`src/hdl/imadec_pkg.sv`:
```
package imadec_pkg;

    localparam int PositionBitsDefault = 24;

    localparam int SampleBits = 16;
    localparam int IndexBits  = 7;
    localparam int LoopBits   = 16;

    localparam logic [IndexBits-1:0] MaxIndex = 7'd88;

    localparam logic signed [17:0] SampleMax = 18'sd32767;
    localparam logic signed [17:0] SampleMin = -18'sd32767;

    typedef enum logic [1:0] {
        KIND_HEADER  = 2'd0,
        KIND_NIBBLE  = 2'd1,
        KIND_RESTORE = 2'd2,
        KIND_NONE    = 2'd3
    } t_kind;

    function automatic logic [15:0] step_size(input logic [IndexBits-1:0] idx);
        logic [15:0] s;
        case (idx)
            7'd0:  s = 16'h0007;  7'd1:  s = 16'h0008;  7'd2:  s = 16'h0009;
            7'd3:  s = 16'h000A;  7'd4:  s = 16'h000B;  7'd5:  s = 16'h000C;
            7'd6:  s = 16'h000D;  7'd7:  s = 16'h000E;  7'd8:  s = 16'h0010;
            7'd9:  s = 16'h0011;  7'd10: s = 16'h0013;  7'd11: s = 16'h0015;
            7'd12: s = 16'h0017;  7'd13: s = 16'h0019;  7'd14: s = 16'h001C;
            7'd15: s = 16'h001F;  7'd16: s = 16'h0022;  7'd17: s = 16'h0025;
            7'd18: s = 16'h0029;  7'd19: s = 16'h002D;  7'd20: s = 16'h0032;
            7'd21: s = 16'h0037;  7'd22: s = 16'h003C;  7'd23: s = 16'h0042;
            7'd24: s = 16'h0049;  7'd25: s = 16'h0050;  7'd26: s = 16'h0058;
            7'd27: s = 16'h0061;  7'd28: s = 16'h006B;  7'd29: s = 16'h0076;
            7'd30: s = 16'h0082;  7'd31: s = 16'h008F;  7'd32: s = 16'h009D;
            7'd33: s = 16'h00AD;  7'd34: s = 16'h00BE;  7'd35: s = 16'h00D1;
            7'd36: s = 16'h00E6;  7'd37: s = 16'h00FD;  7'd38: s = 16'h0117;
            7'd39: s = 16'h0133;  7'd40: s = 16'h0151;  7'd41: s = 16'h0173;
            7'd42: s = 16'h0198;  7'd43: s = 16'h01C1;  7'd44: s = 16'h01EE;
            7'd45: s = 16'h0220;  7'd46: s = 16'h0256;  7'd47: s = 16'h0292;
            7'd48: s = 16'h02D4;  7'd49: s = 16'h031C;  7'd50: s = 16'h036C;
            7'd51: s = 16'h03C3;  7'd52: s = 16'h0424;  7'd53: s = 16'h048E;
            7'd54: s = 16'h0502;  7'd55: s = 16'h0583;  7'd56: s = 16'h0610;
            7'd57: s = 16'h06AB;  7'd58: s = 16'h0756;  7'd59: s = 16'h0812;
            7'd60: s = 16'h08E0;  7'd61: s = 16'h09C3;  7'd62: s = 16'h0ABD;
            7'd63: s = 16'h0BD0;  7'd64: s = 16'h0CFF;  7'd65: s = 16'h0E4C;
            7'd66: s = 16'h0FBA;  7'd67: s = 16'h114C;  7'd68: s = 16'h1307;
            7'd69: s = 16'h14EE;  7'd70: s = 16'h1706;  7'd71: s = 16'h1954;
            7'd72: s = 16'h1BDC;  7'd73: s = 16'h1EA5;  7'd74: s = 16'h21B6;
            7'd75: s = 16'h2515;  7'd76: s = 16'h28CA;  7'd77: s = 16'h2CDF;
            7'd78: s = 16'h315B;  7'd79: s = 16'h364B;  7'd80: s = 16'h3BB9;
            7'd81: s = 16'h41B2;  7'd82: s = 16'h4844;  7'd83: s = 16'h4F7E;
            7'd84: s = 16'h5771;  7'd85: s = 16'h602F;  7'd86: s = 16'h69CE;
            7'd87: s = 16'h7462;
            default: s = 16'h7FFF;
        endcase
        return s;
    endfunction

    function automatic logic signed [7:0] index_adjust(input logic [2:0] mag);
        logic signed [7:0] a;
        case (mag)
            3'd4:    a = 8'sd2;
            3'd5:    a = 8'sd4;
            3'd6:    a = 8'sd6;
            3'd7:    a = 8'sd8;
            default: a = -8'sd1;
        endcase
        return a;
    endfunction

endpackage

```
`src/hdl/ima_adpcm_nibble_decoder.sv`:
```
// channel   dir  tdata                                    tuser
// s_axis    in   [31:0] data                              [1:0] kind
// m_axis    out  [15:0] sample, [22:16] step_index        [0] loop_captured
// cfg       in   i_cfg_wdata [15:0] loop_point_words, written when i_cfg_we
//
// one request per cycle unless m_axis stalls; the result is registered on the next edge
// decode, clamps and step table lookup all sit in one combinational pass from the state
// the output register holds a result while m_axis stalls; a new request enters as it drains
// synchronous active-low reset clears decoder state, saved loop state and the loop point
module ima_adpcm_nibble_decoder
    import imadec_pkg::*;
#(
    parameter int POSITION_BITS = PositionBitsDefault
) (
    input  logic        i_clk,
    input  logic        i_rst_n,
    input  logic        i_cfg_we,
    input  logic [15:0] i_cfg_wdata,       // loop_point_words
    input  logic        i_s_axis_tvalid,
    output logic        o_s_axis_tready,
    input  logic [31:0] i_s_axis_tdata,    // data
    input  logic [1:0]  i_s_axis_tuser,    // kind
    output logic        o_m_axis_tvalid,
    input  logic        i_m_axis_tready,
    output logic [23:0] o_m_axis_tdata,    // sample, step_index, zero pad
    output logic        o_m_axis_tuser     // loop_captured
);

    localparam logic [POSITION_BITS-1:0] PosMax   = {POSITION_BITS{1'b1}};
    localparam logic [POSITION_BITS-1:0] PosStart = POSITION_BITS'(8);

    logic [LoopBits-1:0]      r_loop;
    logic [SampleBits-1:0]    r_sample,       n_sample;
    logic [IndexBits-1:0]     r_index,        n_index;
    logic [POSITION_BITS-1:0] r_pos,          n_pos;
    logic [SampleBits-1:0]    r_saved_sample, n_saved_sample;
    logic [IndexBits-1:0]     r_saved_index,  n_saved_index;
    logic                     r_valid;
    logic [SampleBits-1:0]    r_out_sample;
    logic [IndexBits-1:0]     r_out_index;
    logic                     r_out_cap,      n_cap;

    logic                     accept;
    t_kind                    kind;
    logic [POSITION_BITS-1:0] loop_pos;
    logic [POSITION_BITS-1:0] pos_inc;
    logic [POSITION_BITS-1:0] restore_pos;
    logic [15:0]              step;
    logic [15:0]              diff;
    logic signed [17:0]       sum;
    logic signed [17:0]       dec_sample;
    logic signed [7:0]        idx_sum;
    logic [IndexBits-1:0]     dec_index;
    logic [IndexBits-1:0]     hdr_index;
    logic [3:0]               nib;

    assign accept          = i_s_axis_tvalid && o_s_axis_tready;
    assign o_s_axis_tready = !r_valid || i_m_axis_tready;
    assign kind            = t_kind'(i_s_axis_tuser);
    assign nib             = i_s_axis_tdata[3:0];

    assign loop_pos    = POSITION_BITS'({r_loop, 3'b000});
    assign pos_inc     = (r_pos == PosMax) ? PosMax : r_pos + 1'b1;
    assign restore_pos = (loop_pos == PosMax) ? PosMax : loop_pos + 1'b1;

    // nibble decode
    always_comb begin
        step = step_size(r_index);
        diff = {3'b000, step[15:3]};
        if (nib[0]) begin
            diff = diff + {2'b00, step[15:2]};
        end
        if (nib[1]) begin
            diff = diff + {1'b0, step[15:1]};
        end
        if (nib[2]) begin
            diff = diff + step;
        end
        if (nib[3]) begin
            sum        = 18'(signed'(r_sample)) - signed'({2'b00, diff});
            dec_sample = (sum < SampleMin) ? SampleMin : sum;
        end else begin
            sum        = 18'(signed'(r_sample)) + signed'({2'b00, diff});
            dec_sample = (sum > SampleMax) ? SampleMax : sum;
        end
        idx_sum = signed'({1'b0, r_index}) + index_adjust(nib[2:0]);
        if (idx_sum < 0) begin
            dec_index = '0;
        end else if (idx_sum > signed'({1'b0, MaxIndex})) begin
            dec_index = MaxIndex;
        end else begin
            dec_index = idx_sum[IndexBits-1:0];
        end
    end

    assign hdr_index = (i_s_axis_tdata[22:16] > MaxIndex) ? MaxIndex : i_s_axis_tdata[22:16];

    always_comb begin
        n_sample       = r_sample;
        n_index        = r_index;
        n_pos          = r_pos;
        n_saved_sample = r_saved_sample;
        n_saved_index  = r_saved_index;
        n_cap          = 1'b0;
        case (kind)
            KIND_HEADER: begin
                n_sample = i_s_axis_tdata[15:0];
                n_index  = hdr_index;
                n_pos    = PosStart;
            end
            KIND_NIBBLE: begin
                n_pos = pos_inc;
                // warm-up nibbles only advance the position
                if (r_pos >= PosStart) begin
                    n_sample = dec_sample[SampleBits-1:0];
                    n_index  = dec_index;
                    if (r_pos == loop_pos) begin
                        n_saved_sample = dec_sample[SampleBits-1:0];
                        n_saved_index  = dec_index;
                        n_cap          = 1'b1;
                    end
                end
            end
            KIND_RESTORE: begin
                n_sample = r_saved_sample;
                n_index  = r_saved_index;
                n_pos    = restore_pos;
            end
            default: begin
            end
        endcase
    end

    always_ff @(posedge i_clk) begin
        if (!i_rst_n) begin
            r_loop         <= '0;
            r_sample       <= '0;
            r_index        <= '0;
            r_pos          <= '0;
            r_saved_sample <= '0;
            r_saved_index  <= '0;
            r_valid        <= 1'b0;
        end else begin
            if (i_cfg_we) begin
                r_loop <= i_cfg_wdata;
            end
            if (accept) begin
                r_sample       <= n_sample;
                r_index        <= n_index;
                r_pos          <= n_pos;
                r_saved_sample <= n_saved_sample;
                r_saved_index  <= n_saved_index;
                r_valid        <= 1'b1;
            end else if (i_m_axis_tready) begin
                r_valid <= 1'b0;
            end
        end
    end

    always_ff @(posedge i_clk) begin
        if (accept) begin
            r_out_sample <= n_sample;
            r_out_index  <= n_index;
            r_out_cap    <= n_cap;
        end
    end

    assign o_m_axis_tvalid = r_valid;
    assign o_m_axis_tdata  = {1'b0, r_out_index, r_out_sample};
    assign o_m_axis_tuser  = r_out_cap;

    a_index_range: assert property (@(posedge i_clk) disable iff (!i_rst_n)
        r_index <= MaxIndex && r_saved_index <= MaxIndex)
        else $error("step index out of range");

    a_header_pos: assert property (@(posedge i_clk) disable iff (!i_rst_n)
        accept && kind == KIND_HEADER |=> r_pos == PosStart)
        else $error("header did not set position");

    a_restore_pos: assert property (@(posedge i_clk) disable iff (!i_rst_n)
        accept && kind == KIND_RESTORE |=> r_pos == $past(restore_pos))
        else $error("restore position wrong");

    a_capture_saved: assert property (@(posedge i_clk) disable iff (!i_rst_n)
        r_valid && r_out_cap |->
            r_saved_sample == r_out_sample && r_saved_index == r_out_index)
        else $error("captured result differs from saved state");

endmodule

```
`config.mk`:
```
export PLATFORM = sky130hd
export DESIGN_NAME = ima_adpcm_nibble_decoder
export DESIGN_NICKNAME = d
export VERILOG_FILES = /design/src/hdl/imadec_pkg.sv /design/src/hdl/ima_adpcm_nibble_decoder.sv
export SDC_FILE = /design/constraint.sdc
export NUM_CORES = 1
export LEC_CHECK = 0
export BUFFER_PORTS_ARGS = -buffer_cell sky130_fd_sc_hd__buf_2
export CAP_MARGIN = 10
export CELL_PAD_IN_SITES_DETAIL_PLACEMENT = 1
export CELL_PAD_IN_SITES_GLOBAL_PLACEMENT = 1
export CORE_ASPECT_RATIO = 1.2
export CORE_UTILIZATION = 47
export DETAILED_ROUTE_END_ITERATION = 8
export PLACE_DENSITY_LB_ADDON = 0.1
export SYNTH_ARGS = -nofsm -noshare
export SYNTH_HDL_FRONTEND = slang
export SYNTH_SLANG_ARGS = --single-unit
```
`constraint.sdc`:
```
create_clock -name i_clk -period 10.3 [get_ports i_clk]
set_input_delay 2.06 -clock i_clk [delete_from_list [all_inputs] [get_ports i_clk]]
set_output_delay 2.06 -clock i_clk [all_outputs]
set_load 0.03 [all_outputs]
```
==> Word level (Yosys, flattened, before mapping) <==
Memories as Yosys holds them, arrays and structs flattened. A register that Yosys moved wholly into a read port is not among the register bits.
Cells that the tools add are included.
{ "word_totals": {"ff_bits": 111, "rom_bits": 1920, "input_bits": 55, "output_inout_bits": 27, "elab_cells": 63, "n_memories": 1} }
{ "classes": {"n_addsub": 8, "order_cmp": 6, "n_eq_ne": 8, "n_mux": 21, "reduce_logical": 9} }
{ "memory_table": {"columns": ["memory", "words", "word_bits", "read_ports", "rd_clocked_by_memory_dff", "wr", "line", "text"], "rows": [
  ["(no name shown)", 128, 15, 1, 1, 0, "imadec_pkg.sv:23", "case (idx)"]
]} }
{ "op_table": {"columns": ["cell", "count"], "rows": [
  ["$mux 16", 6],
  ["$pmux 24 s3", 1],
  ["$pmux 16 s3", 1],
  ["$mux 7", 6],
  ["$pmux 8 s4", 1],
  ["$add 24x1->24 const B", 1],
  ["$eq 24x19->1", 1],
  ["$eq 24x24->1 const B", 1],
  ["$ge 24x4->1 const B", 1],
  ["$mux 24", 1],
  ["$pmux 7 s3", 1],
  ["$add 19x1->20 const B", 1],
  ["$add 16x17->18", 1],
  ["$gt 18x16->1 const B", 1],
  ["$lt 18x16->1 const B", 1],
  ["$sub 16x17->18", 1],
  ["$add 16x15->16", 1],
  ["$add 16x16->16", 1],
  ["$add 13x14->15", 1],
  ["$mux 15", 1],
  ["$eq 3x3->1 const B", 4],
  ["$add 8x8->8", 1],
  ["$gt 8x8->1 const B", 1],
  ["$lt 8x1->1 const B", 1],
  ["other kinds (12)", 15]
]} }

==> Longest topological paths before layout <==
{ "logic_depth": {"word_depth": 12, "depth_mapped": 41, "mapped_depth_nobuf": 39} }

==> Least setup slack after synthesis <==
No wires, ideal clock.
{ "synth_path": {"kind": "input-to-reg", "start": "input i_s_axis_tdata[0]", "end": "register r_out_sample[13], data pin", "setup_ps": 277, "arrival_time_ps": 8662, "required_ps": 10023, "slack_ps": 1361, "stages": 34, "n_path_buf": 4, "cell_sequence": "clkbuf_1 -> clkbuf_1 -> o21ai_0 -> ha_1 -> fa_1 -> a21o_1 -> a21oi_1 -> o21ai_0 -> a21o_1 -> a21o_1 -> nand3_1 -> nand2_1 -> xor2_1 -> mux2_2 -> ha_1 -> nand3_1 -> a21o_1 -> a31oi_1 -> xnor2_1 -> mux2_2 -> ha_1 -> buf_2 -> clkinv_1 -> a21o_1 -> a2111oi_0 -> o31ai_1 -> or3_1 -> nor3_1 -> nand4_1 -> nor4bb_1 -> buf_2 -> nor3_1 -> o31ai_1 -> a21oi_1"} }
{ "synth_between": {"elab_chain_len": 11, "elab_cells_between_ends": 14, "cone_classes": "add/sub: 4; order compare: 2; mux: 8"} }
{ "synth_rtl": {"columns": ["item", "line", "text"], "rows": [
  ["from (decl)", "ima_adpcm_nibble_decoder.sv:21", "input logic [31:0] i_s_axis_tdata,"],
  ["$mux 15 *", "ima_adpcm_nibble_decoder.sv:70", "if (nib[0]) begin"],
  ["$add 16x15->16", "ima_adpcm_nibble_decoder.sv:74", "diff = diff + {1'b0, step[15:1]};"],
  ["$mux 16 *", "ima_adpcm_nibble_decoder.sv:73", "if (nib[1]) begin"],
  ["$add 16x16->16", "ima_adpcm_nibble_decoder.sv:77", "diff = diff + step;"],
  ["$mux 16 *", "ima_adpcm_nibble_decoder.sv:76", "if (nib[2]) begin"],
  ["$add 16x17->18 or $sub 16x17->18 (tied branches)", "ima_adpcm_nibble_decoder.sv:83, ima_adpcm_nibble_decoder.sv:80", null],
  ["$gt 18x16->1 or $lt 18x16->1 (tied branches)", "ima_adpcm_nibble_decoder.sv:84, ima_adpcm_nibble_decoder.sv:81", null],
  ["$mux 16 (on tied branches)", "ima_adpcm_nibble_decoder.sv:84, ima_adpcm_nibble_decoder.sv:81", null],
  ["$mux 16 *", "ima_adpcm_nibble_decoder.sv:79", "if (nib[3]) begin"],
  ["$mux 16 *", "ima_adpcm_nibble_decoder.sv:114", "if (r_pos >= PosStart) begin"],
  ["$pmux 16 s3 *", "ima_adpcm_nibble_decoder.sv:105", "case (kind)"],
  ["via n_sample[13]", "ima_adpcm_nibble_decoder.sv:33", "logic [SampleBits-1:0] r_sample, n_sample;"],
  ["to (signal assigned)", "ima_adpcm_nibble_decoder.sv:162", "r_out_sample <= n_sample;"],
  ["to (decl)", "ima_adpcm_nibble_decoder.sv:39", "logic [SampleBits-1:0] r_out_sample;"]
]} }
The timed path passes the listed nets; every way through them passes the cells marked *.
A chain may end at the register's enable or synchronous reset.

==> Final worst setup path <==
{ "layout_path": {"start": "input i_s_axis_tdata[0]", "end": "register r_out_sample[15], data pin"} }
The elaborated chain is that of the path after synthesis.

==> reports/qor.txt <==
share of the synthesized area in the top cell type: 16.69%
Syn Area/Cell: 7.616 µm²
TritonCTS clock tree: done
synth cell count leaders: o21ai_0, a21oi_1, nor2_1
Setup-failing EPs final: 0
antenna-violating nets left: 0
WL per Instance: 21.96 µm
top layer reached by signal wires: met4
Synth async-reset ratio: 0%
CTS sink cnt: 126
post-cts resize count: 0
met3 WL post-DR: 1937 µm
TNS Setup: 0 ns
FP Rows: 64
synth-to-layout area growth: 8.531%
CP Launch Type: primary input
post-synthesis sequential area ratio: 22.59%
Synth area leaders: dfxtp_1, ha_1, o21ai_0, a21oi_1, edfxtp_1
via/cell ratio: 6.445
P_leak: 0.005556 µW
core region area: 25540 µm²
Seq cells post-synth: 126
outcome: complete, no violations
met2 wire length: 20950 µm
min Tclk post-route: 9.573 ns
via count: 12600
layout cells sized above 1: 10.34%
hold_sp: r_saved_index[1]$_SDFFE_PN0P_
Pwr Density: 162.6 nW/µm²
CTS root buf: clkbuf_16
Initial Util: 47.88%
pin count of the biggest net entering global routing: 45
I/O pin count: 82
post-synth net total: 1771
worst hold path class: reg2reg
area of the multi-input gates: 8683 µm²
DRC viols: 0
final std cells w/o fill: 1955
clk_lat worst skew: 0.43 ns
DR pass1 iterations: 6
Setup Fix Bufs, Post-CTS: 0
most common cell in the synthesized netlist: o21ai_0
GR Util All Layers: 32.73%
max incr delay on CP: 0.68 ns
Hold Buf Count CTS: 0
Die Wd: 149.3 µm
initial antenna violation count: 0
Num CTS Buffers: 17
worst setup margin: 0.7267 ns
RSZ-0062 raised after global routing: no
Min-Delay Endpoint: r_saved_index[1]$_SDFFE_PN0P_
MaxCap Viol Count: 0
port bufs: 71
peak fanout along the critical path: 17
number of distinct library cells after synthesis: 88
Hold Path Depth: 2
Worst EP arrival: 9.84 ns
Slowest-stage cell, CP: o41ai_1
post-placement cell count: 1923
flip-flop and latch area: 2763 µm²
period utilization: 92.94%
clock slew at reported path FFs: 0.06 ns
Worst-Margin Slew: 1.022 ns
Routed WL: 42930 µm
Die Y: 178.7 µm
required time worst endpoint: 10.57 ns
FMAX: 104.5 MHz
Reg2Reg Launch Point: step[3]$_DFF_P_
nets@finish: 1777
Die Area: 26680 µm²
Post-Place Worst Slack: 0.4599 ns
htree depth: 4
GR Overflow Total: 0
# diodes: 0
initial drt markers: 974
Syn. warnings: 0
Metal-1 WL: 17850 µm
Clock Skews: 0.01182 ns
vias in the first global route: 13020
reg-to-reg endpoint: r_out_sample[15]$_DFFE_PP_
number of cells produced by synthesis: 1606
Worst R2R Setup Slack: 1.06 ns
worst vdd ir: 114.8 µV
Fin. Hold Viols: 0
final core utilization: 51.97%
routability cong.: 0.9470
HPWL Detailed: 31980 µm
Cell Area, Synth: 12230 µm²
first-pass GRT wire length: 68090 µm
Top FF cell, synth: dfxtp_1
Rel. slew slack: 31.86%
area leader, netlist: dfxtp_1
worst reg2reg path depth: 38
kind of critical path: in2reg
buffer levels on the longest clock path: 2
number of fill cells: 3264
CP Capture Type: flop
number of enable flip-flop cells after synthesis: 24
Most common cell on crit path: o21ai_0
Pins Over Slew Limit: 0
[power by group]
group | switching, µW | total [µW] | leakage (µW) | internal [µW]
logic | 618 | 990 | 0.00420 | 372
registers | 33.8 | 568 | 0.00107 | 534
clock network | 244 | 601 | 0.000282 | 357
total | 895 | 2160 | 0.00556 | 1260
[registers in the layout, indices dropped and copies added, names as in the netlist]
register	cells
step	15
r_pos	24
r_saved_sample	16
r_loop	16
o_m_axis_tuser	1
r_sample	16
r_index	7
o_m_axis_tvalid	1
r_out_sample	16
r_saved_index	7
r_out_index	7
[cell families after synthesis]
family / after synthesis / share of synthesized area (%)
compound gates: 577 / 30.49
xor+xnor: 89 / 6.373
fa+ha+maj: 110 / 11.62
buf+inv: 191 / 6.475
flops: 126 / 22.59
mux: 57 / 4.890
other cells: 1 / 0.03066
simple gates: 455 / 17.53
[through the flow]
stage                     hold WS [ns]  power, µW  cell area, µm²
after floorplan                 0.4459       1285           12230
after global placement          0.4556       1525           12700
after detailed placement        0.4604       1551           12700
after CTS                       0.4713       2158           13280
after global routing            0.4970       2289           13280
final                           0.4726       2159           13280
[worst max-delay path by stage]
stage / start / endpoint / slack (ns) / depth (start not counted)
after global placement: i_s_axis_tdata[0] / r_out_sample[15]$_DFFE_PP_ / 0.75 / 29
after CTS: i_s_axis_tdata[0] / r_out_sample[15]$_DFFE_PP_ / 0.85 / 29
after floorplan: i_s_axis_tdata[0] / r_out_sample[13]$_DFFE_PP_ / 1.36 / 34
after global routing: i_s_axis_tdata[0] / r_out_sample[13]$_DFFE_PP_ / 0.14 / 33
final: i_s_axis_tdata[0] / r_out_sample[15]$_DFFE_PP_ / 0.73 / 29
after detailed placement: i_s_axis_tdata[0] / r_out_sample[15]$_DFFE_PP_ / 0.46 / 31
[worst max-delay path: cells and delay by family]
kind | cells | cell delay, ns
adder cells (fa/ha/maj) | 4 | 1.36
AND/OR/NAND/NOR | 6 | 0.90
XOR/XNOR | 2 | 0.27
multiplexers | 1 | 0.28
AO/OA/AOI/OAI | 15 | 4.56
buffers and inverters | 1 | 0.38
[area by class of cell]
class	instances	share of cell area, %
Tap cell	330	3.110
Inverter	87	2.554
Clock inverter	13	1.046
Multi-Input combinational cell	1289	65.41
Sequential cell	126	20.81
Timing Repair Buffer	91	3.808
Clock buffer	19	3.261
[metal layers]
| layer | GRT usage (%) | vias up |
|---|---|---|
| li1 | - | 5914 |
| met1 | 38.47 | 6151 |
| met2 | 57.17 | 404 |
| met3 | 4.758 | 131 |
| met4 | 17.52 | 0 |
| met5 | 0 | - |
[cell usage in the layout, fill, tap and decap left out, types with 14 or more instances in the layout]
| master | Yosys | final |
|---|---|---|
| a21o_1 | 20 | 20 |
| a21oi_1 | 145 | 145 |
| a221oi_1 | 28 | 28 |
| a22oi_1 | 22 | 22 |
| a31oi_1 | 32 | 32 |
| and3_1 | 16 | 16 |
| buf_2 | 13 | 71 |
| buf_4 | 4 | 20 |
| clkbuf_16 | 0 | 17 |
| dfxtp_1 | 102 | 102 |
| edfxtp_1 | 24 | 24 |
| ha_1 | 104 | 104 |
| inv_1 | 81 | 81 |
| mux2_2 | 22 | 22 |
| mux2i_1 | 35 | 35 |
| nand2_1 | 132 | 132 |
| nand2b_1 | 23 | 23 |
| nand3_1 | 40 | 40 |
| nand4_1 | 14 | 14 |
| nor2_1 | 141 | 141 |
| nor3_1 | 24 | 24 |
| o211ai_1 | 18 | 18 |
| o21ai_0 | 146 | 146 |
| o21bai_1 | 14 | 14 |
| o22ai_1 | 18 | 18 |
| xnor2_1 | 65 | 65 |
| xor2_1 | 24 | 24 |
Power figures use the tool's default switching activity.
